==> config.mk <==
export PLATFORM = sky130hd
export DESIGN_NAME = whpd_div_cell
export DESIGN_NICKNAME = d
export VERILOG_FILES = /design/src/whpd_pkg.sv /design/src/whpd_div_cell.sv
export SDC_FILE = /design/constraint.sdc
export NUM_CORES = 1
export LEC_CHECK = 0
export BUFFER_PORTS_ARGS = -buffer_cell sky130_fd_sc_hd__buf_2
export CORE_MARGIN = 4
export CORE_UTILIZATION = 38
export DETAILED_ROUTE_END_ITERATION = 7
export PLACE_DENSITY = 0.83
export SETUP_SLACK_MARGIN = 0.4
export SYNTH_ARGS = -nofsm -noshare
export SYNTH_HDL_FRONTEND = slang
export SYNTH_SLANG_ARGS = --single-unit
export TNS_END_PERCENT = 50
==> constraint.sdc <==
create_clock -name i_clk -period 2.34 [get_ports i_clk]
set_input_delay 0.234 -clock i_clk [delete_from_list [all_inputs] [get_ports i_clk]]
set_output_delay 0.234 -clock i_clk [all_outputs]
set_load 0.05 [all_outputs]
==> src/whpd_pkg.sv <==
// Package for the weighted pair distance histogram.
// Holds the shared types, codes, widths and the saturating add; all modules but whpd_ram and the checker use it.
package whpd_pkg;

    localparam int unsigned MAX_ATOMS_DEF  = 1024;
    localparam int unsigned MAX_WATERS_DEF = 1024;
    localparam int unsigned BINS_DEF       = 64;

    localparam int unsigned CFG_W     = 12;
    localparam int unsigned PT_W      = 64;
    localparam int unsigned SUM_W     = 48;
    localparam int unsigned VAL_W     = 33;
    localparam int unsigned BIN_W     = 6;
    localparam int unsigned RAD_W     = 34;
    localparam int unsigned ROOT_W    = 17;
    localparam int unsigned REM_W     = 20;
    localparam int unsigned SQ_STEPS  = 17;
    localparam int unsigned MIN_KEPT  = 10;
    localparam int unsigned OUT_TDATA_W = 200;
    localparam logic [CFG_W-1:0] BIN_WIDTH_RST = 12'd16;

    typedef enum logic [1:0] {
        OP_LOAD_ATOM  = 2'd0,
        OP_LOAD_WATER = 2'd1,
        OP_COMPUTE    = 2'd2,
        OP_NONE       = 2'd3
    } t_opcode;

    typedef enum logic [1:0] {
        CLS_AA = 2'd0,
        CLS_WW = 2'd1,
        CLS_WA = 2'd2
    } t_cls;

    typedef enum logic [3:0] {
        ST_IDLE,
        ST_AA_OUT,
        ST_AA_IN,
        ST_WW_OUT,
        ST_WW_IN,
        ST_WA_OUT,
        ST_WA_IN,
        ST_DRAIN,
        ST_EMIT
    } t_state;

    typedef struct packed {
        logic             vld;
        t_cls             cls;
        logic [VAL_W-1:0] val;
    } t_tok;

    typedef struct packed {
        logic [REM_W-1:0]  rem;
        logic [ROOT_W-1:0] root;
        logic [RAD_W-1:0]  rad;
    } t_sqs;

    typedef struct packed {
        logic             vld;
        t_cls             cls;
        logic [BIN_W-1:0] bin;
        logic [VAL_W-1:0] val;
    } t_btok;

    typedef struct packed {
        logic [SUM_W-1:0] aa;
        logic [SUM_W-1:0] ww;
        logic [SUM_W-1:0] wa;
    } t_sums;

    function automatic logic [SUM_W-1:0] sat_add(input logic [SUM_W-1:0] a,
                                                 input logic [VAL_W-1:0] b);
        logic [SUM_W:0] s;
        s = {1'b0, a} + (SUM_W+1)'(b);
        return s[SUM_W] ? {SUM_W{1'b1}} : s[SUM_W-1:0];
    endfunction

endpackage

==> src/whpd_div_cell.sv <==
// One quotient bit of the distance-by-bin-width division chain.
// Depends on whpd_pkg.
module whpd_div_cell #(
    parameter int unsigned QW = 7,
    parameter int unsigned K  = 0
) (
    input  logic                            i_clk,
    input  logic                            i_rst_n,
    input  logic [whpd_pkg::CFG_W-1:0]      i_width,
    input  whpd_pkg::t_tok                  i_tok,
    input  logic [whpd_pkg::ROOT_W-1:0]     i_rem,
    input  logic [QW-1:0]                   i_q,
    output whpd_pkg::t_tok                  o_tok,
    output logic [whpd_pkg::ROOT_W-1:0]     o_rem,
    output logic [QW-1:0]                   o_q
);
    import whpd_pkg::*;

    localparam int unsigned DVW = CFG_W + QW;

    logic [DVW-1:0]    rem_x;
    logic [DVW-1:0]    dv;
    logic              ge;
    logic [QW-1:0]     n_q;
    t_tok              r_tok;
    logic [ROOT_W-1:0] r_rem;
    logic [QW-1:0]     r_q;

    always_comb begin
        rem_x = DVW'(i_rem);
        dv    = DVW'(i_width) << K;
        ge    = (rem_x >= dv);
        n_q   = i_q;
        n_q[K] = ge;
    end

    always_ff @(posedge i_clk) begin
        if (!i_rst_n) begin
            r_tok.vld <= 1'b0;
        end else begin
            r_tok.vld <= i_tok.vld;
        end
        r_tok.cls <= i_tok.cls;
        r_tok.val <= i_tok.val;
        r_rem     <= ge ? ROOT_W'(rem_x - dv) : i_rem;
        r_q       <= n_q;
    end

    assign o_tok = r_tok;
    assign o_rem = r_rem;
    assign o_q   = r_q;
endmodule

==> out/results.ini <==
[run_status]
outcome=completed

[sta]
hold_viol=0
period_needed_ps=1890
fmax_mhz=529.1
final_max_slew_viol_count=0
relSlewSlack=0.7006
rsz0062_at_grt=false
finalSetupViolCount=0
tightest_slew_ps=445.7
setup-tns-final_ps=0
period_share=0.8077

[cts]
clk_path_buf_depth=2
post_cts_buffers=0
cts_tree=done
path_clk_slew_ps=70
clock-sinks=60
htreeDepth=3
cts_root_buf=clkbuf_8
numCtsBuffers=9

[setup_path]
cpMostUsedCell=inv_1
cpPeakStageDelay_ps=360
critPathSlowestCell=ha_1
cp_max_fo=5
crit_arrival_ps=2120
endpoint=o_rem[11]
cp_cell_sequence=buf_2, inv_1, ha_1, inv_1, nor3_4, o2111ai_1, nand3_2, mux2_2
critPathKind=in2reg
critPathTopFamily=simple AND/OR/NAND/NOR gates
crit_buf_inv=3
worstSetupPathDepth=8
timing.critical_path.from=i_width[11]
setup.worst_path.start_class=input pin
crit_required_ps=2570
crit_path_end_kind=flop

[pwr]
comb_power_share=0.263
power_density_nw_per_um2=878.5
sw_frac_of_total=0.3252
intPower_w=0.002144
clkPwrFrac=0.377
p_seq_frac=0.360
p_leak_nw=1.798
p_sw_w=0.001033
peakVddDrop_v=0.0005352

[run]
cap_violations=0

[synth]
synth_cell_types=34
netlist_area_um2=2137
yosys_warnings=0
synth-seq-cells=60
ys_async_sr_fraction=0
netlist.area_leader.share=0.5621
avgSynthCellArea_um2=10.53
ys_seq_area_frac=0.5621
syn_inst=203
yosys_most_used_dff=dfxtp_1
synth_edf_count=0
synthTopCellsByArea=dfxtp_1, ha_1, a21oi_1
yosysTopAreaCell=dfxtp_1
synth.net_count=290

[hold_path]
hold_class=in2reg
min_from=i_rem[16]

[drt]
wl_per_cell_um=19.22
drt_iter0_markers=180
viasPerCell=4.959
dr.pass1.iters=4
drcViolationCount=0
drtAntennaViolNets=0
routed_wl_mm=8.997
vias=2321

[finish]
diodes=0
mostFrequentLayoutCells=buf_2, dfxtp_1, dlygate4sd3_1
instances_no_fill=468
final_common_cell=buf_2
fill_cells=390
syn_to_final_growth_pct=69.20
fin_nets=478
drive_above_1_share=0.4141

[floorplan]
die_w_um=82.99
coreArea_um2=5473
io_pins=134
die_area_um2=6887
initial_core_util=0.3905
die_y_um=82.99
placement_rows=27

[placed_design]
dp_hpwl_mm=5.101
numPortBuffers=132
place.gp.congestion=0.9088
placedCellCount=410

[grt]
antenna_found_initial=0
grt_use_total=0.2501
grt-ovfl-total=0
grt_max_degree=12
grt_pass1_wl_mm=13.41
grt_pass1_vias=2383

[timing repair]
item,CTS,global route
hold buffers,38,3
hold endpoints to repair,38,3
gates resized for setup,0,5
endpoints found under the setup margin,0,13
[kinds of logic (layout without fill, tap and decap cells)]
family          Yosys count  after routing  synth area share
simple gates             50             51            0.1136
compound gates           43             43            0.1311
buf+inv                  20            212           0.04040
xor+xnor                 14             14           0.05738
fa+ha+maj                13             13           0.07962
mux                       3              3           0.01581
flops                    60             60            0.5621
[how the worst min path moves through the flow]
stage,to,slack (ps),depth (start not counted)
6_report,o_rem[16],120,2
5_1_grt,o_rem[16],130,2
4_1_cts,o_tok[8],0.6,1
3_5_place_dp,o_tok[14],340,1
3_3_place_gp,o_tok[22],340,1
2_1_floorplan,o_q[1],260,0
[Yosys cell counts (2+ instances only)]
library cell / count
clkbuf_1: 2
nor2_1: 22
o21a_1: 2
nand3_1: 3
nand2_1: 9
nor4_1: 2
inv_1: 16
xor2_1: 6
a21o_1: 5
nor2b_1: 2
a21oi_1: 20
ha_1: 12
o2111ai_1: 3
dfxtp_1: 60
nand2b_1: 2
xnor2_1: 8
nor3_1: 2
o21bai_1: 3
o211ai_1: 2
o21ai_0: 3
nand4_1: 3
mux2_2: 3
a211oi_1: 2
[power by group through the flow]
stage               sequential [W]  clock (W)  combinational [W]
finish                     0.00115    0.00120           0.000835
global route               0.00115    0.00125           0.000876
CTS                        0.00114    0.00117           0.000801
detailed placement         0.00116          0           0.000745
global placement           0.00116          0           0.000734
floorplan                  0.00150          0           0.000192
[per-stage QoR]
| step | area (um^2) | total power, W | util | hold slack (ps) | setup slack [ps] |
|---|---|---|---|---|---|
| floorplan | 2137 | 0.001688 | - | 261.7 | 400.8 |
| global placement | 2914 | 0.001889 | 0.5325 | 335.9 | 165.7 |
| finish | 3616 | 0.003177 | 0.6607 | 118.8 | 450.0 |
| CTS | 3545 | 0.003111 | 0.6477 | 0.6247 | 434.5 |
| detailed placement | 2914 | 0.001904 | 0.5325 | 337.8 | 89.50 |
| global route | 3616 | 0.003279 | 0.6607 | 131.8 | 346.3 |
[per-layer routing]
layer,track usage,part of all wire,wire (um),vias to the layer above
met5,0,0,0,-
met4,0.1114,0.040,361,0
met3,0.08333,0.090,806,28
met2,0.4351,0.50,4489,149
met1,0.2751,0.37,3340,1068
li1,-,-,-,1076
[sequential cells by signal, indices dropped and copies added, names as in the netlist]
signal	count
o_rem	17
o_q	7
o_tok	36
[area by class of cell]
class                      instances  area, um^2  share of cell area
timing repair buffer             180        1127              0.3118
tap                               72       90.09             0.02491
multi-input combinational        124       887.1              0.2453
sequential                        60        1201              0.3322
clock inverter                     4       95.09             0.02630
inverter                          16       60.06             0.01661
clock buffer                      12       155.1             0.04291
(Power assumes the default switching activity.)
