$ cat src/whpd_pkg.sv
// Package for the weighted pair distance histogram.
// Holds the shared types, codes, widths and the saturating add; all modules but whpd_ram and the checker use it.
package whpd_pkg;

    localparam int unsigned MAX_ATOMS_DEF  = 1024;
    localparam int unsigned MAX_WATERS_DEF = 1024;
    localparam int unsigned BINS_DEF       = 64;

    localparam int unsigned CFG_W     = 12;
    localparam int unsigned PT_W      = 64;
    localparam int unsigned SUM_W     = 48;
    localparam int unsigned VAL_W     = 33;
    localparam int unsigned BIN_W     = 6;
    localparam int unsigned RAD_W     = 34;
    localparam int unsigned ROOT_W    = 17;
    localparam int unsigned REM_W     = 20;
    localparam int unsigned SQ_STEPS  = 17;
    localparam int unsigned MIN_KEPT  = 10;
    localparam int unsigned OUT_TDATA_W = 200;
    localparam logic [CFG_W-1:0] BIN_WIDTH_RST = 12'd16;

    typedef enum logic [1:0] {
        OP_LOAD_ATOM  = 2'd0,
        OP_LOAD_WATER = 2'd1,
        OP_COMPUTE    = 2'd2,
        OP_NONE       = 2'd3
    } t_opcode;

    typedef enum logic [1:0] {
        CLS_AA = 2'd0,
        CLS_WW = 2'd1,
        CLS_WA = 2'd2
    } t_cls;

    typedef enum logic [3:0] {
        ST_IDLE,
        ST_AA_OUT,
        ST_AA_IN,
        ST_WW_OUT,
        ST_WW_IN,
        ST_WA_OUT,
        ST_WA_IN,
        ST_DRAIN,
        ST_EMIT
    } t_state;

    typedef struct packed {
        logic             vld;
        t_cls             cls;
        logic [VAL_W-1:0] val;
    } t_tok;

    typedef struct packed {
        logic [REM_W-1:0]  rem;
        logic [ROOT_W-1:0] root;
        logic [RAD_W-1:0]  rad;
    } t_sqs;

    typedef struct packed {
        logic             vld;
        t_cls             cls;
        logic [BIN_W-1:0] bin;
        logic [VAL_W-1:0] val;
    } t_btok;

    typedef struct packed {
        logic [SUM_W-1:0] aa;
        logic [SUM_W-1:0] ww;
        logic [SUM_W-1:0] wa;
    } t_sums;

    function automatic logic [SUM_W-1:0] sat_add(input logic [SUM_W-1:0] a,
                                                 input logic [VAL_W-1:0] b);
        logic [SUM_W:0] s;
        s = {1'b0, a} + (SUM_W+1)'(b);
        return s[SUM_W] ? {SUM_W{1'b1}} : s[SUM_W-1:0];
    endfunction

endpackage

$ cat src/whpd_sqrt_cell.sv
// One digit step of the integer square root chain.
// Depends on whpd_pkg.
module whpd_sqrt_cell (
    input  logic          i_clk,
    input  logic          i_rst_n,
    input  whpd_pkg::t_tok i_tok,
    input  whpd_pkg::t_sqs i_sqs,
    output whpd_pkg::t_tok o_tok,
    output whpd_pkg::t_sqs o_sqs
);
    import whpd_pkg::*;

    logic [REM_W-1:0] rem_sh;
    logic [REM_W-1:0] trial;
    logic             ge;
    t_sqs             n_sqs;
    t_tok             r_tok;
    t_sqs             r_sqs;

    always_comb begin
        rem_sh = {i_sqs.rem[REM_W-3:0], i_sqs.rad[RAD_W-1 -: 2]};
        trial  = REM_W'({i_sqs.root, 2'b01});
        ge     = (rem_sh >= trial);
        n_sqs.rem  = ge ? (rem_sh - trial) : rem_sh;
        n_sqs.root = {i_sqs.root[ROOT_W-2:0], ge};
        n_sqs.rad  = {i_sqs.rad[RAD_W-3:0], 2'b00};
    end

    always_ff @(posedge i_clk) begin
        if (!i_rst_n) begin
            r_tok.vld <= 1'b0;
        end else begin
            r_tok.vld <= i_tok.vld;
        end
        r_tok.cls <= i_tok.cls;
        r_tok.val <= i_tok.val;
        r_sqs     <= n_sqs;
    end

    assign o_tok = r_tok;
    assign o_sqs = r_sqs;
endmodule

$ cat config.mk
export PLATFORM = sky130hd
export DESIGN_NAME = whpd_sqrt_cell
export DESIGN_NICKNAME = d
export VERILOG_FILES = /design/src/whpd_pkg.sv /design/src/whpd_sqrt_cell.sv
export SDC_FILE = /design/constraint.sdc
export NUM_CORES = 1
export LEC_CHECK = 0
export BUFFER_PORTS_ARGS = -buffer_cell sky130_fd_sc_hd__buf_2
export CORE_MARGIN = 1
export CORE_UTILIZATION = 43
export DETAILED_ROUTE_END_ITERATION = 7
export PLACE_DENSITY = 0.79
export SLEW_MARGIN = 25
export SYNTH_ARGS = -nofsm -noshare
export SYNTH_HDL_FRONTEND = slang
export SYNTH_SLANG_ARGS = --single-unit
$ cat constraint.sdc
create_clock -name i_clk -period 3.5 [get_ports i_clk]
set_input_delay 0.35 -clock i_clk [delete_from_list [all_inputs] [get_ports i_clk]]
set_output_delay 0.35 -clock i_clk [all_outputs]
set_load 0.02 [all_outputs]
==> impl_metrics.ini, run 1 <==
[cells_and_area]
fill_cells = 691
stdcell_count = 636
final_util_pct = 62.33
layout-area-overhead-vs-synth_pct = 36.90
fin_nets = 657
n_antenna_cell = 0
drive_above_1_share_pct = 47.38
multi_input_area_um2 = 1316
seqCellArea_um2 = 2102

[global_routing]
grt_pass1_wl_um = 14630
grt_usage_pct = 22.14
grt_pass1_vias = 2987
grt_start_max_net_pins = 21
antenna_found_initial = 1
grt_overflow_total = 0

[sta]
rsz0062_at_grt = no
final-setup-viol-count = 0
report.final.slew_viol_count = 0
fin_tns_setup_ps = 0
post-route-period-util_pct = 81.23
fin_ws_ps = 657.0
hold_slack_ps = 84.36
hold_viol = 0
min_period_ps = 2843
max_freq_mhz = 351.7

[worst_setup_path]
crit_start = i_sqs[44]
critical_path.startpoint_type = primary input
cp-end-kind = flop
cp-endpoint = o_sqs[59]
cp.arrival_ps = 3100
critPathKind = in -> reg
cp.required_ps = 3760
crit_fanout = 16

[placement]
place_inst = 620
port_buffers = 211
routabilityCongestion = 0.8796
hpwl_um = 7905
place_ws_ps = 310.9

[floorplanning]
initial_core_util_pct = 45.53
die_width_um = 93.39
rows = 32
dieArea_um2 = 8721
core_area_um2 = 7888
io_pins = 216
fp.dieH_um = 93.39

[synthesis]
synth_flop_cell = dfxtp_1
synth_top_area_cell = dfxtp_1
ys_types = 51
synth_cells = 313
netlist_area_um2 = 3591
synth_edf_count = 0
synth_top_area_share_pct = 58.54
ys_seq_area_share_pct = 58.54
synth-async-reset-ratio_pct = 0
ys_warn_count = 0
avgSynthCellArea_um2 = 11.47
ys_top_cells_by_area = dfxtp_1, ha_1, mux2_4
ys_ff_latch = 105

[pwr]
irDropWorstVdd_v = 0.0002467
p_per_area_nw_per_um2 = 536.1
p_leak_nw = 2.523

[clock_network]
numClockSinks = 105
cts_buffers = 9
postCtsHoldBufs = 0
clkTransAtPathRegs_ps = 100
clockBufferDepth = 2
post_cts_resized = 0
postCtsSetupRepairBufs = 0
cts_tree = built
cts_root_buf = clkbuf_8
htreeDepth = 3

[detailed_routing]
drc = 0
dr.pass1.iters = 4
dr_total_vias = 3075
highest_layer = met5
ant_nets = 0
wl_met2_um = 5133
wl_per_cell_um = 15.39
wl_um = 9787
wl_met1_um = 3582
drt_iter0_drc = 110
dr_wl_met3_um = 914
drt-vias-per-instance = 4.835

[flow_run]
drv_cap = 0

[worst_hold_path]
hp-class = in -> reg

[outcome]
status = finished, final reports clean
worst min-delay path by stage:
stage,startpoint,end,slack [ps],depth (start not counted)
2_1_floorplan,i_sqs[8],o_sqs[10],380,0
3_3_place_gp,i_tok[7],o_tok[7],450,1
3_5_place_dp,i_sqs[23],o_sqs[25],450,1
4_1_cts,i_tok[13],o_tok[13],60,1
5_1_grt,i_sqs[26],o_sqs[28],50,1
6_report,i_tok[13],o_tok[13],80,1
critical path: stages:
cell and delay (ps):
buf_2 90, inv_1 40, ha_1 430, nand2_1 120
or4_1 590, or3_1 390, a21o_1 250, and2_1 260
inv_6 210, mux2_2 360
cell usage after synthesis, drive strengths merged, types with 4 or more instances:
cell and n:
dfxtp 105, inv 23, a21oi 20, ha 19, nand2 18, nor2 15
mux2 13, o21ai 12, xnor2 10, buf 9, nand3 9, a21o 5
a31oi 4, nand4 4, xor2 4
cell type report:
cell class | instances | share of cell area, %
clock buffers | 9 | 2.520
clock inverters | 7 | 1.400
inverters | 23 | 1.858
multi-input cells | 175 | 26.78
flip-flops and latches | 105 | 42.76
well taps | 102 | 2.596
repair buffers | 215 | 22.09
per-layer routing:
layer | track usage [%] | vias to the layer above
li1 | - | 1507
met4 | 7.692 | 2
met1 | 23.01 | 1408
met5 | 0 | -
met2 | 41.36 | 146
met3 | 7.236 | 12
state kept, by name, summed over array words and instances (netlist names):
register / count
o_sqs: 69
o_tok: 36
through the flow:
stage	total power, mW	instance area (um^2)
5_1_grt	2.762	4916
3_5_place_dp	1.942	4723
2_1_floorplan	1.730	3595
4_1_cts	2.659	4916
3_3_place_gp	1.928	4723
6_report	2.635	4916
placed cells by master, fill, tap and decap left out, drive strengths merged, types with 5 or more instances in the layout:
| cell type | n |
|---|---|
| ha | 19 |
| a21oi | 20 |
| mux2 | 13 |
| a21o | 5 |
| o21ai | 12 |
| dfxtp | 105 |
| nand2 | 18 |
| nand3 | 9 |
| xnor2 | 10 |
| buf | 215 |
| inv | 26 |
| nor2 | 15 |
| clkbuf | 9 |
power breakdown:
part | switching (mW) | internal [mW]
clock | 0.444 | 0.278
combinational | 0.353 | 0.245
sequential | 0.0207 | 1.29
logic make-up after synthesis:
group           Yosys count  share of synthesized area, %
fa+ha+maj                19                         6.620
flops                   105                         58.54
mux                      15                         5.262
buf+inv                  34                         4.913
xor+xnor                 14                         3.414
compound gates           62                         12.54
simple gates             63                         8.606
other cells               1                        0.1044
(Power assumes the default switching activity.)
==> run 2, diff against run 1 <==
==> constraint.sdc (replaced) <==
create_clock -name i_clk -period 2.9 [get_ports i_clk]
set_input_delay 0.29 -clock i_clk [delete_from_list [all_inputs] [get_ports i_clk]]
set_output_delay 0.29 -clock i_clk [all_outputs]
set_load 0.02 [all_outputs]
==> run 2 against run 1 <==
Via count rose by 6.0%. Die area did not move. Routed wire length rose by 15%. Sequential cell count did not move. Final cell count rose by 5.5%. Global-route usage rose by 0.98 points. Design area rose by 7.1%. Setup slack got worse by 180 ps. Critical path type unchanged. Largest cell class unchanged. Largest power group unchanged. Highest routed layer is now met4.
==> impl_metrics.ini, run 2 (same netlist as run 1, synthesis figures left out) <==
[outcome]
status = finished, final reports clean

[cells_and_area]
final_common_cell = buf_2
design_area_um2 = 5265
stdcell_count = 671
drive_above_1_share_pct = 46.40
n_antenna_cell = 0
final_util_pct = 66.75
layout_common_cells = buf_2, dfxtp_1, dlygate4sd3_1
largest_reg_flops = 69
layout-area-overhead-vs-synth_pct = 46.62
fin_nets = 692

[clock_network]
clockBufferDepth = 2
clkTransAtPathRegs_ps = 100
htreeDepth = 3
cts_tree = built
cts_root_buf = clkbuf_8
numClockSinks = 105
post_cts_resized = 0
postCtsSetupRepairBufs = 0
cts_buffers = 9

[sta]
post-route-period-util_pct = 83.54
final-setup-viol-count = 0
max_freq_mhz = 412.8
fin_tns_setup_ps = 0
rsz0062_at_grt = no
fin_ws_ps = 477.3
report.final.slew_viol_count = 0
hold_slack_ps = 18.41
hold_viol = 0
min_period_ps = 2423

[placement]
port_buffers = 211
place_ws_ps = 79.95
place_inst = 631
hpwl_um = 8238
routabilityCongestion = 0.8359
placed_area_um2 = 4806

[floorplanning]
initial_core_util_pct = 45.53
core_area_um2 = 7888
fp.dieH_um = 93.39
dieArea_um2 = 8721
io_pins = 216
die_width_um = 93.39
rows = 32

[worst_setup_path]
cp.required_ps = 3150
critPathKind = in -> reg
crit_start = i_sqs[41]
crit_fanout = 16
cp-end-kind = flop
critical_path.startpoint_type = primary input
cp.arrival_ps = 2670

[detailed_routing]
drt_iter0_drc = 118
ant_nets = 0
drt-vias-per-instance = 4.860
wl_um = 11280
dr_total_vias = 3261
wl_per_cell_um = 16.81
dr.pass1.iters = 4
drc = 0

[pwr]
p_per_area_nw_per_um2 = 632.9
clockPowerShare_pct = 28.9
internal_power_mw = 2.319
pwr-share-comb_pct = 23.3
p_switching_mw = 1.013
seq_power_share_pct = 47.8
swShare_pct = 30.39
p_leak_nw = 2.689
irDropWorstVdd_v = 0.0002499
finalPower_mw = 3.332

[global_routing]
antenna_found_initial = 0
gr-usage-met2_pct = 43.08
top_usage_layer = met2
grt_pass1_vias = 3076
grt_overflow_total = 0
grt_pass1_wl_um = 15230
use_met3_pct = 6.341
grt_use_met1_pct = 24.62
grt_usage_pct = 23.13
grt_start_max_net_pins = 21

[worst_hold_path]
hp-class = in -> reg
hold_start = i_tok[28]
hold_depth = 1

[flow_run]
drv_cap = 0
==> run 2: cell count changes in the layout (fill, tap and decap cells not counted) <==
cell and change:
clkinv_2 -1, bufinv_16 +1, buf_4 +11, clkinv_4 +1
clkinvlp_4 -1, dlygate4sd3_1 +24
==> run 2: final cells by class <==
type | instances | area [um^2]
sequential | 105 | 2102
multi-input combinational | 175 | 1316
timing repair buffer | 250 | 1409
clock buffer | 9 | 123.9
fill | 653 | 2623
clock inverter | 7 | 95.09
inverter | 23 | 91.34
tap | 102 | 127.6
==> run 2: power groups by stage <==
stage	Sequential (mW)	Combinational [mW]	Clock, mW
6_report	1.59	0.776	0.963
3_3_place_gp	1.62	0.732	0
4_1_cts	1.59	0.748	0.984
3_5_place_dp	1.62	0.743	0
2_1_floorplan	1.79	0.302	0
5_1_grt	1.61	0.830	1.06
==> run 2: path summary, 6_finish.rpt <==
path,endpoint,slack (ps)
worst min-delay path,o_tok[28],20
worst max-delay path,o_sqs[60],480
==> run 2: timing repair <==
action / CTS / global route
hold buffers: 1 / 23
hold endpoints to repair: 1 / 23
endpoints found under the setup margin: 0 / 0
==> run 2: per-layer routing <==
metal	wire length, um	share of wire (%)	vias to the layer above
met5	0	0	-
met4	285	2.5	0
met3	931	8.3	20
met2	5950	53	146
met1	4114	36	1518
li1	-	-	1577
==> run 2: critical path, stage by stage <==
cell and delay [ps]:
buf_2 90, inv_1 40, ha_1 380, a21oi_4 250, o21ai_2 90, a221o_1 450
a2111oi_4 390, and2_1 270, inv_6 120, mux2_4 310
