## src/whpd_pkg.sv

```systemverilog
// Package for the weighted pair distance histogram.
// Holds the shared types, codes, widths and the saturating add; all modules but whpd_ram and the checker use it.
package whpd_pkg;

    localparam int unsigned MAX_ATOMS_DEF  = 1024;
    localparam int unsigned MAX_WATERS_DEF = 1024;
    localparam int unsigned BINS_DEF       = 64;

    localparam int unsigned CFG_W     = 12;
    localparam int unsigned PT_W      = 64;
    localparam int unsigned SUM_W     = 48;
    localparam int unsigned VAL_W     = 33;
    localparam int unsigned BIN_W     = 6;
    localparam int unsigned RAD_W     = 34;
    localparam int unsigned ROOT_W    = 17;
    localparam int unsigned REM_W     = 20;
    localparam int unsigned SQ_STEPS  = 17;
    localparam int unsigned MIN_KEPT  = 10;
    localparam int unsigned OUT_TDATA_W = 200;
    localparam logic [CFG_W-1:0] BIN_WIDTH_RST = 12'd16;

    typedef enum logic [1:0] {
        OP_LOAD_ATOM  = 2'd0,
        OP_LOAD_WATER = 2'd1,
        OP_COMPUTE    = 2'd2,
        OP_NONE       = 2'd3
    } t_opcode;

    typedef enum logic [1:0] {
        CLS_AA = 2'd0,
        CLS_WW = 2'd1,
        CLS_WA = 2'd2
    } t_cls;

    typedef enum logic [3:0] {
        ST_IDLE,
        ST_AA_OUT,
        ST_AA_IN,
        ST_WW_OUT,
        ST_WW_IN,
        ST_WA_OUT,
        ST_WA_IN,
        ST_DRAIN,
        ST_EMIT
    } t_state;

    typedef struct packed {
        logic             vld;
        t_cls             cls;
        logic [VAL_W-1:0] val;
    } t_tok;

    typedef struct packed {
        logic [REM_W-1:0]  rem;
        logic [ROOT_W-1:0] root;
        logic [RAD_W-1:0]  rad;
    } t_sqs;

    typedef struct packed {
        logic             vld;
        t_cls             cls;
        logic [BIN_W-1:0] bin;
        logic [VAL_W-1:0] val;
    } t_btok;

    typedef struct packed {
        logic [SUM_W-1:0] aa;
        logic [SUM_W-1:0] ww;
        logic [SUM_W-1:0] wa;
    } t_sums;

    function automatic logic [SUM_W-1:0] sat_add(input logic [SUM_W-1:0] a,
                                                 input logic [VAL_W-1:0] b);
        logic [SUM_W:0] s;
        s = {1'b0, a} + (SUM_W+1)'(b);
        return s[SUM_W] ? {SUM_W{1'b1}} : s[SUM_W-1:0];
    endfunction

endpackage

```

## src/whpd_bin_cell.sv

```systemverilog
// One histogram bin: accumulates passing pair contributions and shifts out on emission.
// Depends on whpd_pkg.
module whpd_bin_cell #(
    parameter int unsigned IDX = 0
) (
    input  logic            i_clk,
    input  logic            i_rst_n,
    input  logic            i_clear,
    input  logic            i_shift,
    input  whpd_pkg::t_btok i_tok,
    input  whpd_pkg::t_sums i_up,
    output whpd_pkg::t_btok o_tok,
    output whpd_pkg::t_sums o_sums
);
    import whpd_pkg::*;

    t_btok r_tok;
    t_sums r_sums;
    t_sums n_sums;
    logic  hit;

    always_comb begin
        hit    = i_tok.vld && (i_tok.bin == BIN_W'(IDX));
        n_sums = r_sums;
        if (i_clear) begin
            n_sums = '0;
        end else if (i_shift) begin
            n_sums = i_up;
        end else if (hit) begin
            case (i_tok.cls)
                CLS_AA:  n_sums.aa = sat_add(r_sums.aa, i_tok.val);
                CLS_WW:  n_sums.ww = sat_add(r_sums.ww, i_tok.val);
                CLS_WA:  n_sums.wa = sat_add(r_sums.wa, i_tok.val);
                default: n_sums = r_sums;
            endcase
        end
    end

    always_ff @(posedge i_clk) begin
        if (!i_rst_n) begin
            r_tok.vld <= 1'b0;
        end else begin
            r_tok.vld <= i_tok.vld;
        end
        r_tok.cls <= i_tok.cls;
        r_tok.bin <= i_tok.bin;
        r_tok.val <= i_tok.val;
        r_sums    <= n_sums;
    end

    assign o_tok  = r_tok;
    assign o_sums = r_sums;
endmodule

```

## config.mk

```make
export PLATFORM = sky130hd
export DESIGN_NAME = whpd_bin_cell
export DESIGN_NICKNAME = d
export VERILOG_FILES = /design/src/whpd_pkg.sv /design/src/whpd_bin_cell.sv
export SDC_FILE = /design/constraint.sdc
export NUM_CORES = 1
export LEC_CHECK = 0
export ABC_AREA = 1
export BUFFER_PORTS_ARGS = -buffer_cell sky130_fd_sc_hd__clkbuf_2
export CAP_MARGIN = 20
export CORE_AREA = 2 2 190 192
export CTS_CLUSTER_SIZE = 28
export DETAILED_ROUTE_END_ITERATION = 12
export DIE_AREA = 0 0 192 194
export PLACE_DENSITY = 0.82
export SLEW_MARGIN = 40
export SYNTH_ARGS = -nofsm -noshare
export SYNTH_HDL_FRONTEND = slang
export SYNTH_SLANG_ARGS = --single-unit
```

## constraint.sdc

```tcl
create_clock -name i_clk -period 2.6 [get_ports i_clk]
set_input_delay 0.26 -clock i_clk [delete_from_list [all_inputs] [get_ports i_clk]]
set_output_delay 0.26 -clock i_clk [all_outputs]
set_load 0.05 [all_outputs]
```

==> results of run 1 <==
==> power breakdown <==
part	internal [mW]	total, mW	switching [mW]
clock network	1.56	2.96	1.40
registers	3.07	3.32	0.253
logic	1.33	4.35	3.02
==> sequential cells by signal (all words and copies together) (netlist names) <==
register	count
o_sums	144
o_tok	42
==> cell type report <==
cell class	instances	area (um^2)
Multi-Input combinational cell	2224	11400
Fill cell	3699	14700
Antenna cell	1	2.50
Inverter	475	1800
Clock inverter	14	206
Sequential cell	186	3720
Clock buffer	18	429
Tap cell	461	577
Timing Repair Buffer	433	2440
==> Yosys cell counts (all sizes together), types with 2 or more instances <==
cell type | instances | area, um^2
a21boi | 6 | 45.0
a21oi | 208 | 1180
a22oi | 3 | 22.5
a31oi | 2 | 18.8
and2 | 6 | 37.5
buf | 28 | 229
clkbuf | 44 | 170
dfxtp | 186 | 3720
fa | 3 | 60.1
ha | 99 | 1240
inv | 474 | 1780
nand2 | 985 | 3780
nand3 | 181 | 1020
nand3b | 15 | 113
nand4 | 24 | 150
nor2 | 368 | 1420
nor3 | 30 | 188
nor3b | 2 | 20.0
nor4 | 2 | 12.5
o211ai | 7 | 52.6
o21ai | 105 | 526
o21bai | 17 | 128
o221ai | 14 | 123
o22ai | 51 | 444
or2 | 10 | 62.6
xnor2 | 13 | 114
xor2 | 71 | 622
==> tightest hold or removal path: stages <==
cell      delay [ns]
clkbuf_2        0.07
o21ai_1         0.04
a21oi_1         0.10
==> logic make-up after synthesis <==
group,Yosys count,synth area share [%]
AND/OR/NAND/NOR,1624,39.4
buffers and inverters,547,12.6
AO/OA/AOI/OAI,414,14.7
flip-flops,186,21.5
adder cells (fa/ha/maj),102,7.51
XOR/XNOR,84,4.25
==> metrics by stage <==
step                      total power [mW]  utilization, %  setup slack [ns]
after global routing                  11.1            58.4           0.00604
after detailed placement              7.63            56.3           -0.0374
after CTS                             10.6            58.4             0.125
after global placement                7.62            56.3            0.0118
after floorplan                       6.31               -             0.162
final                                 10.6            58.4             0.182
==> path summary, 6_finish.rpt <==
check                     end  slack, ns  cells past startpoint
setup / recovery  o_sums[143]       0.18                     17
setup reg to reg  o_sums[143]       0.18                     17
hold / removal     o_sums[32]       0.04                      3
hold reg to reg     o_sums[0]       0.50                      2
==> layer usage <==
layer	track usage, %	up-vias	wire [um]
met2	52.5	930	27900
met1	47.0	8729	28300
li1	-	10100	-
met3	6.64	157	6530
met5	0	-	0
met4	18.0	0	3380
==> what timing repair did <==
| item | in CTS | in global routing |
|---|---|---|
| hold endpoints to repair | 9 | 0 |
| buffers inserted | 0 | 0 |
| setup endpoints to repair | 0 | 33 |
| gates resized for setup | 0 | 7 |
| hold buffers | 10 | 0 |
==> flow_summary_export.csv, run 1 <==
group,metric,value,unit
detailed_routing,dr.pass1.iters,6,
detailed_routing,avgRoutedWirePerCell,17.3,um
sta,slew-limit-headroom,40.9,%
floorplan,core,35200,um^2
power_and_ir_drop,ir_drop,0.490,mV
place,dp_hpwl,53.9,mm
setup_path,crit_required,2.92,ns
yosys,synth_warnings,0,
power_and_ir_drop,power_density,516,nW/um^2
detailed_routing,via_count,19900,
place,dp.cells,3769,
setup_path,crit_buf_inv,2,
floorplan,die_h,194,um
finish,fin_area,20600,um^2
place,place_congestion,1.03,
detailed_routing,remaining_drc_errors,0,
yosys,netlist_area,17300,um^2
detailed_routing,drt_wl_total,66.1,mm
yosys,synthArstFlopShare,0,%
sta,fmax,414,MHz
finish,fin_cells,3812,
setup_path,critPathLaunch,"o_sums[96]",
sta,hold_viol,0,
setup_path,start_kind,"register",
clocking,clkSlewWorstSetupHoldPaths,0.08,ns
detailed_routing,ant_nets,0,
global_routing,overflow,0,
global_routing,grt_antenna_before_repair,1,
setup_path,max_stage_delay,0.42,ns
finish,num-nets-final,3629,
sta,finClkSkew,0.0131,ns
sta,slew_viol_final,0,
sta,worst_pin_slew,0.886,ns
setup_path,worst-path-max-fanout,20,
floorplan,die-area,37200,um^2
setup_path,crit_path_cell_trace,"ha_1 > fa_1 > nand3_1 > nand3_2 > nand2_1 > nand2_2 > nand2_1 > nand2_1 > nand2_1 > nand2_2 > nand2_2 > nand2_4 > inv_2 > buf_12 > nand3_1 > nand2_1 > a21oi_1",
yosys,ys_seq_area_share,21.5,%
clocking,cts-htree-levels,4,
yosys,synthFlopType,"dfxtp_1",
finish,syn2layout_area_growth,18.9,%
global_routing,grt_pass1_vias,18200,
clocking,cts_tree,"yes",
clocking,cts_buffers,17,
finish,final_common_cell,"nand2_1",
sta,tns,0,ns
yosys,synthCells,2957,
worst_hold_path,hp-class,"primary input to register",
sta,finalCritPeriodShare,93.0,%
detailed_routing,vias_per_cell,5.22,
sta,setup_viol,0,
clocking,clk_latency,0.48,ns
job,maxCapViolCount,0,
yosys,synth_edf_count,0,
setup_path,critPathArrivalTime,2.74,ns
finish,final_cell_mix,"957 x nand2_1, 449 x inv_1, 375 x clkbuf_2",
clocking,cts-root-buf,"clkbuf_16",
sta,rsz0062_at_grt,"false",
sta,period_needed,2.42,ns
yosys,synthDistinctLibCells,50,
setup_path,critPathTopFamily,"simple AND/OR/NAND/NOR gates",
floorplan,rows,69,
clocking,cts.sinks,186,
setup_path,crit_path_frequent_cell,"nand2_1",
yosys,ys_ff_latch,186,
yosys,avgSynthCellArea,5.85,um^2
setup_path,timing.critical_path.to_type,"register",
floorplan,die_x,192,um
setup_path,criticalPathCategory,"register to register",
floorplan,floorplan.io_pins,376,
outcome,status,"completed",
setup_path,worst_r2r_startpoint,"o_sums[96]",
global_routing,grt_max_degree,81,
setup_path,crit_slowest_cell,"fa_1",
power_and_ir_drop,power.leakage,11.3,nW
place,portBuffers,375,
floorplan,start_util,49.1,%
sta,hold-worst-slack,0.0448,ns
finish,drive_above_1_share,18.4,%
clocking,clock_path_buffers,2,
worst_hold_path,hp-start,"i_up[32]",
detailed_routing,drt_iter0_markers,1683,
global_routing,track_usage,34.8,%
place,place_area,19800,um^2
yosys,syn_nets,3249,
global_routing,grt_pass1_wl,100,mm
Power figures use the tool's default switching activity.
==> inputs of run 2 (changes only) <==
--- a/config.mk
+++ b/config.mk
@@ -12,7 +12,7 @@
 export CTS_CLUSTER_SIZE = 28
 export DETAILED_ROUTE_END_ITERATION = 12
 export DIE_AREA = 0 0 192 194
-export PLACE_DENSITY = 0.82
+export PLACE_DENSITY = 0.85
 export SLEW_MARGIN = 40
 export SYNTH_ARGS = -nofsm -noshare
 export SYNTH_HDL_FRONTEND = slang
==> constraint.sdc (replaced) <==
create_clock -name i_clk -period 2.2 [get_ports i_clk]
set_input_delay 0.22 -clock i_clk [delete_from_list [all_inputs] [get_ports i_clk]]
set_output_delay 0.22 -clock i_clk [all_outputs]
set_load 0.05 [all_outputs]
==> flow_summary_export.csv, run 2 (synthesis gave the netlist of run 1 again) <==
group,metric,value,unit
outcome,status,"complete, but fails checks",
outcome,violations,"negative setup slack",
clocking,cts-root-buf,"clkbuf_16",
clocking,cts_tree,"yes",
global_routing,grt_pass1_vias,19900,
global_routing,grt_max_degree,78,
detailed_routing,vias_per_cell,5.43,
sta,rsz0062_at_grt,"true",
place,place_area,22500,um^2
place,dp_hpwl,57.6,mm
detailed_routing,drt_wl_total,77.7,mm
detailed_routing,drt_iter0_markers,2261,
global_routing,overflow,0,
setup_path,timing.critical_path.to_type,"register",
setup_path,ff2ff_setup_slack,-0.06,ns
setup_path,crit_required,2.56,ns
floorplan,die_x,192,um
clocking,clkSlewWorstSetupHoldPaths,0.08,ns
finish,fill_cells,2901,
sta,period_needed,2.26,ns
sta,setup_ws,-0.0598,ns
setup_path,criticalPathCategory,"register to register",
place,portBuffers,375,
power_and_ir_drop,ir_drop,0.657,mV
sta,hold_viol,0,
detailed_routing,avgRoutedWirePerCell,18.7,um
finish,num-nets-final,3980,
setup_path,critPathArrivalTime,2.62,ns
clocking,cts_buffers,17,
setup_path,worst-path-max-fanout,3,
setup_path,timing.rr.end,"o_sums[37]",
floorplan,die_h,194,um
worst_hold_path,hp-start,"i_up[27]",
finish,final_cell_mix,"838 x nand2_1, 447 x inv_1, 375 x clkbuf_2",
clocking,cts-htree-levels,4,
finish,diodes,0,
place,dp.cells,4094,
detailed_routing,remaining_drc_errors,0,
sta,slew_viol_final,0,
detailed_routing,ant_nets,0,
finish,final_common_cell,"nand2_1",
sta,fmax,443,MHz
floorplan,die-area,37200,um^2
floorplan,floorplan.io_pins,376,
finish,syn2layout_area_growth,48.0,%
job,maxCapViolCount,0,
floorplan,rows,69,
finish,drive_above_1_share,37.7,%
global_routing,grt_antenna_before_repair,0,
clocking,clock_path_buffers,2,
sta,worst_pin_slew,0.571,ns
setup_path,critPathLaunch,"o_sums[12]",
clocking,cts.sinks,186,
power_and_ir_drop,power.leakage,13.4,nW
global_routing,grt_pass1_wl,107,mm
floorplan,core,35200,um^2
sta,finalCritPeriodShare,103,%
finish,fin_cells,4162,
sta,setup_viol,22,
sta,slew-limit-headroom,61.8,%
sta,finClkSkew,0.0144,ns
global_routing,track_usage,37.0,%
clocking,clk_latency,0.48,ns
setup_path,cp-endpoint,"o_sums[37]",
finish,largest_reg_flops,144,
detailed_routing,via_count,22600,
finish,fin_area,25600,um^2
setup_path,worst_r2r_startpoint,"o_sums[12]",
place,place_congestion,1.08,
floorplan,start_util,49.1,%
detailed_routing,dr.pass1.iters,6,
setup_path,reg2reg_depth,16,
setup_path,start_kind,"register",
power_and_ir_drop,power_density,562,nW/um^2
worst_hold_path,hp-class,"primary input to register",
==> run 2: cell count changes in the layout (fill, tap and decap cells not counted), sizes merged <==
cell	previous run	this run
buf	48	392
bufinv	3	1
clkbuf	393	398
clkinv	6	7
diode	1	0
dlygate4sd3	10	12
inv	480	481
==> run 2: worst max-delay path, stage by stage (launching register included) <==
cell      delay [ns]
dfxtp_2         0.37
ha_4            0.21
buf_4           0.14
nand2_1         0.12
inv_1           0.09
nand2_1         0.10
nand2_1         0.14
inv_1           0.08
nand2_1         0.07
nand2_1         0.07
nand3b_1        0.23
nand2_1         0.19
nand2_1         0.06
nand2_1         0.06
nand3_1         0.07
nand2_1         0.06
a21oi_1         0.05
==> run 2: how the worst min path moves through the flow <==
stage / end / slack (ns) / cells after the start
finish: o_sums[27] / 0.006 / 3
global route: o_sums[117] / 0.02 / 3
CTS: o_tok[14] / 0.001 / 1
detailed placement: o_tok[38] / 0.34 / 1
global placement: o_tok[35] / 0.34 / 1
floorplan: o_tok[0] / 0.25 / 0
==> run 2: layout make-up <==
type                    instances  area, um^2  share of cell area [%]
multi-input cells            2224       13400                    52.3
repair buffers                784        5350                    20.9
flip-flops and latches        186        3850                    15.0
inverters                     475        1820                    7.11
well taps                     461         577                    2.25
clock buffers                  18         429                    1.68
clock inverters                14         174                   0.679
==> run 2: stage by stage <==
| stage | total power [mW] | TNS [ns] | util (%) | worst slack, ns | hold WS (ns) |
|---|---|---|---|---|---|
| after floorplan | 7.49 | 0 | - | 0.00565 | 0.248 |
| after global placement | 9.90 | -12.55 | 63.8 | -0.194 | 0.339 |
| after detailed placement | 9.95 | -19.91 | 63.8 | -0.253 | 0.342 |
| after CTS | 13.3 | -0.209 | 66.5 | -0.0359 | 0.00123 |
| after global routing | 14.9 | -7.02 | 72.7 | -0.154 | 0.0206 |
| final | 14.4 | -0.501 | 72.7 | -0.0598 | 0.00581 |
==> run 2: layer usage <==
metal  wire [um]  GRT usage (%)
met4        5320           18.9
met3        6890           6.46
met2       33800           58.2
met5           0              0
met1       31700           48.4
==> run 2: repair_timing <==
item | CTS | global route
endpoints found under the hold margin | 11 | 0
cloned | 2 | 6
resized for setup | 28 | 429
hold buffers | 12 | 0
setup buffers | 6 | 14
pin swaps | 10 | 115
setup endpoints to repair | 82 | 144
==> run 2: power by group <==
group | internal [mW] | leakage (nW) | switching [mW]
combinational | 2.72 | 11.5 | 4.33
clock | 1.64 | 0.295 | 1.73
sequential | 3.65 | 1.57 | 0.324
total | 8.01 | 13.4 | 6.39
